$ cat config.mk
export PLATFORM = sky130hd
export DESIGN_NAME = gol_div_pipe
export DESIGN_NICKNAME = d
export VERILOG_FILES = /design/src/rtl/core/gol_div_pipe.sv
export SDC_FILE = /design/constraint.sdc
export NUM_CORES = 2
export LEC_CHECK = 0
export BUFFER_PORTS_ARGS = -buffer_cell sky130_fd_sc_hd__clkbuf_2
export CORE_ASPECT_RATIO = 1.75
export CORE_MARGIN = 10
export CORE_UTILIZATION = 55
export CTS_CLUSTER_DIAMETER = 30
export DETAILED_ROUTE_END_ITERATION = 10
export GPL_ROUTABILITY_DRIVEN = 0
export PLACE_DENSITY = 0.71
export SYNTH_ARGS = -nofsm -noshare
export SYNTH_HDL_FRONTEND = slang
export SYNTH_SLANG_ARGS = --single-unit
$ cat constraint.sdc
create_clock -name clk -period 3.86 [get_ports clk]
set_input_delay 0.193 -clock clk [delete_from_list [all_inputs] [get_ports clk]]
set_output_delay 0.193 -clock clk [all_outputs]
set_load 0.01 [all_outputs]
$ cat src/rtl/core/gol_div_pipe.sv
`timescale 1ns / 1ps

// Restoring divider, one quotient bit per stage, NW stages deep.
module gol_div_pipe #(
	parameter int NW = 21,
	parameter int DW = 21,
	parameter int SW = 1
) (
	input  logic          clk,
	input  logic          arst_n,
	input  logic          en,
	input  logic          in_vld,
	input  logic [NW-1:0] num,
	input  logic [DW-1:0] den,
	input  logic [SW-1:0] side_in,
	output logic          out_vld,
	output logic [NW-1:0] quo,
	output logic [SW-1:0] side_out
);

	logic          vld_s  [0:NW];
	logic [NW-1:0] dq_s   [0:NW];
	logic [DW-1:0] rem_s  [0:NW];
	logic [DW-1:0] den_s  [0:NW];
	logic [SW-1:0] side_s [0:NW];

	assign vld_s[0]  = in_vld;
	assign dq_s[0]   = num;
	assign rem_s[0]  = '0;
	assign den_s[0]  = den;
	assign side_s[0] = side_in;

	for (genvar i = 0; i < NW; i++) begin : g_stage
		logic [DW:0] trial;
		logic [DW:0] diff;
		logic        ge;

		// shift in next dividend bit, trial subtract
		always_comb begin
			trial = {rem_s[i], dq_s[i][NW-1]};
			diff  = trial - {1'b0, den_s[i]};
			ge    = trial >= {1'b0, den_s[i]};
		end

		always_ff @(posedge clk or negedge arst_n) begin
			if (!arst_n) begin
				vld_s[i+1] <= 1'b0;
			end else if (en) begin
				vld_s[i+1] <= vld_s[i];
			end
		end

		always_ff @(posedge clk) begin
			if (en) begin
				dq_s[i+1]   <= {dq_s[i][NW-2:0], ge};
				rem_s[i+1]  <= ge ? diff[DW-1:0] : trial[DW-1:0];
				den_s[i+1]  <= den_s[i];
				side_s[i+1] <= side_s[i];
			end
		end
	end

	assign out_vld  = vld_s[NW];
	assign quo      = dq_s[NW];
	assign side_out = side_s[NW];

endmodule
==> metrics.md <==
| Metric | Value |
|---|---|
| First-pass GRT wire length | `222000 um` |
| Overall Global Routing Usage | `0.219` |
| Endpoint class of the critical path | `flop` |
| Fin crit period | `~3800 ps` |
| Post-synth top flop | `edfxtp_1` |
| Post-synth EDFFs | `~1300` |
| CP Cell Sequence | `inv_1, ha_1, inv_1, fa_1, a21o_1, a21oi_1, buf_4, o211a_1, o211a_1, nor2_1, a21oi_1, a21oi_1, a2111oi_4, buf_12, mux2_2` |
| Critical-path top delay cell | `fa_1` |
| Sequential share of the synthesized area | `0.610` |
| Final worst-path cycle share | `0.989` |
| Die Y | `474 um` |
| Status | `finished clean` |
| I/O Buffers | `between 60 and 70` |
| Yosys top cell area share | `0.602` |
| Stages on the worst setup path | `15` |
| First-pass DRT Iterations | `7` |
| Net Count, Synth | `5590` |
| Top post-synthesis cells by count | `edfxtp_1 (1302), inv_1 (533), ha_1 (422)` |
| Critical path type | `reg -> reg` |
| Fill cells | `8572` |
| Worst-Margin Slew | `about 1100 ps` |
| Final wirelength | `146000 um` |
| Initial DRC Count | `about 2100` |
| DRT antenna net count | `0` |
| Vias | `40700` |
| Synth async-reset ratio | `0.0159` |
| Worst-Skew Late Latency | `around 780 ps` |
| Hold crit path type | `in -> reg` |
| CP most frequent cell | `a21oi_1` |
| Clock Skews | `approximately 36 ps` |
| Final setup violation count | `0` |
| Slew Limit Fails | `0` |
| Clock Tree Buf Depth | `3` |
| Most frequent cell after synthesis | `edfxtp_1` |
| Yosys cell types | `81` |
| Worst r2r path cells | `15` |
| Pin count of the biggest net entering global routing | `115` |
| H-tree depth | `4` |
| Pre-CTS setup slack | `53.0 ps` |
| Fraction of layout cells with a size suffix above 1 | `0.136` |
| Slew HR | `0.230` |
| Hold-critical path depth | `2` |
| Arrival @ worst endpoint | `~4300 ps` |
| Total gr overflow | `0` |
| Pwr Density | `838 nW/um2` |
| Row Count | `166` |
| Layout Nets | `approximately 5900` |
| Worst Path Max Fanout | `22` |
| Core Box Area | `117000 um2` |
| Dominant cell type by area after synthesis | `edfxtp_1` |
| Static Leak | `0.0300 uW` |
| Die area | `133000 um2` |
| Placed Cells | `6747` |
| Horiz. Die Dim | `280 um` |
| CP delay by family, top | `compound AO/OA/AOI/OAI gates` |
| DR DRC count | `0` |
| FMAX | `262 MHz` |
| Yosys warns | `0` |
| Cells after synthesis | `5102` |
| Initial Util | `0.554` |
| CTS sink cnt | `1323` |
| Initial antenna violation count | `3` |
| Final Non-Filler Cells | `7120` |
| Wire per inst | `20.5 um` |
| Final hold violation count | `0` |
| Via/cell ratio | `5.72` |
| Setup ws final | `42.9 ps` |
| CP required | `around 4400 ps` |
| Buf+Inv Stages, Crit Path | `4` |
| Setup Buffers After CTS | `0` |
| Clock root buffer | `clkbuf_16` |
| CTS clk-pin slew, worst paths | `60 ps` |
| Area grow syn2layout | `15.1%` |
| Cts bufs inserted | `170` |
| Synth top area cells | `edfxtp_1 (60%), ha_1 (8.1%), inv_1 (3.1%), mux2_2 (3.1%), a21oi_1 (3.0%)` |
| Vias in the first global route | `44000` |
| Max-Cap Viols | `0` |
| CTS tree | `done` |
| Avg Cell Area, Syn | `12.7 um2` |
| Worst setup SP type | `flop` |
| Crit-path max cell delay | `~420 ps` |
| VDD IR-drop max | `0.000503 V` |
| FF+latch count, synth | `1323` |
| Synthesized cell area | `64900 um2` |
| HPWL after detailed placement | `108000 um` |
| # IOs | `70` |
## per-stage QoR
stage,util,area [um2],setup TNS (ps),power (uW),hold WS (ps)
finish,0.638,74700,0,62600,141
global route,0.638,74700,-140,66100,106
CTS,0.637,74700,0,62800,77.5
detailed placement,0.583,68300,0,46500,180
global placement,0.583,68300,0,45600,177
floorplan,-,64900,0,38900,-103
## final timing paths
| check | slack, ps | from | endpoint |
|---|---|---|---|
| max reg2reg | 40 | dq_s[377] | g_stage[5].trial[6] |
| min in group asynchronous | 620 | arst_n | out_vld |
| min | 140 | den[9] | den_s[429] |
| min reg2reg | 400 | dq_s[22] | quo[2] |
| max | 40 | dq_s[377] | g_stage[5].trial[6] |
| max in group asynchronous | 2690 | arst_n | vld_s[9] |
## state kept, by name (all words and copies together) (netlist names)
register	count
dq_s	420
quo	21
den_s	420
side_s	20
vld_s	20
out_vld	1
side_out	1
g_stage.trial	420
## per-layer routing
| layer | wire [um] | track usage | up-vias |
|---|---|---|---|
| met2 | 87100 | 0.463 | 923 |
| met4 | 16300 | 0.219 | 0 |
| li1 | - | - | 19500 |
| met1 | 38100 | 0.141 | 19700 |
| met5 | 0 | 0 | - |
| met3 | 4200 | 0.0379 | 581 |
## kinds of logic after synthesis
logic type	Yosys count	share of synthesized area
AOI/OAI and AO/OA	1172	0.113
muxes	193	0.0336
xor gates and xnor gates	331	0.0447
buffers and inverters	639	0.0390
adders and majority gates	441	0.0872
DFF	1323	0.610
and+or+nand+nor	1003	0.0721
## what timing repair did
action / in CTS / in global routing
gates resized for setup: 0 / 13
endpoints found under the setup margin: 0 / 84
hold buffers: 47 / 0
hold endpoints to repair: 75 / 0
## layout by cell type, fill, tap and decap left out, drive strengths merged, types with 25 or more instances in the layout
cell type and n:
inv 564, nor2b 47, dlygate4sd3 47, a21o 174, mux2 182, o21ai 277
and3 25, ha 422, clkinv 59, nand2b 43, o21bai 54, nor4 38
xnor2 219, a21oi 390, nand2 284, xor2 112, clkbuf 260, a211oi 30
nand3 67, edfxtp 1302, buf 170, a31oi 38, nor3 77, nand4 38
nor2 305, o21a 45
## power breakdown
group / internal (uW) / leakage, uW / switching [uW] / total, uW
sequential: 20300 / 0.0130 / 1610 / 21900
combinational: 11100 / 0.0142 / 13600 / 24700
clock: 9710 / 0.00281 / 6270 / 16000
total: 41100 / 0.0300 / 21500 / 62600
## final cells by class
cell class	instances	area, um2	area share
flip-flops and latches	1323	39600	0.530
multi-input cells	3140	22900	0.306
clock buffers	192	4490	0.0600
repair buffers	285	2460	0.0330
inverters	534	2000	0.0268
well taps	1512	1890	0.0253
clock inverters	129	1360	0.0183
diodes	5	12.5	0.000167
## worst register-to-register path: stages, from the launching register on
cell,delay [ps]
edfxtp_1,350
inv_1,110
ha_1,180
inv_1,60
fa_1,420
a21o_1,190
a21oi_1,140
buf_4,150
o211a_1,200
o211a_1,280
nor2_1,100
a21oi_1,250
a21oi_1,150
a2111oi_4,390
buf_12,230
mux2_2,380
Note: power is estimated with default switching activity, not from simulation.
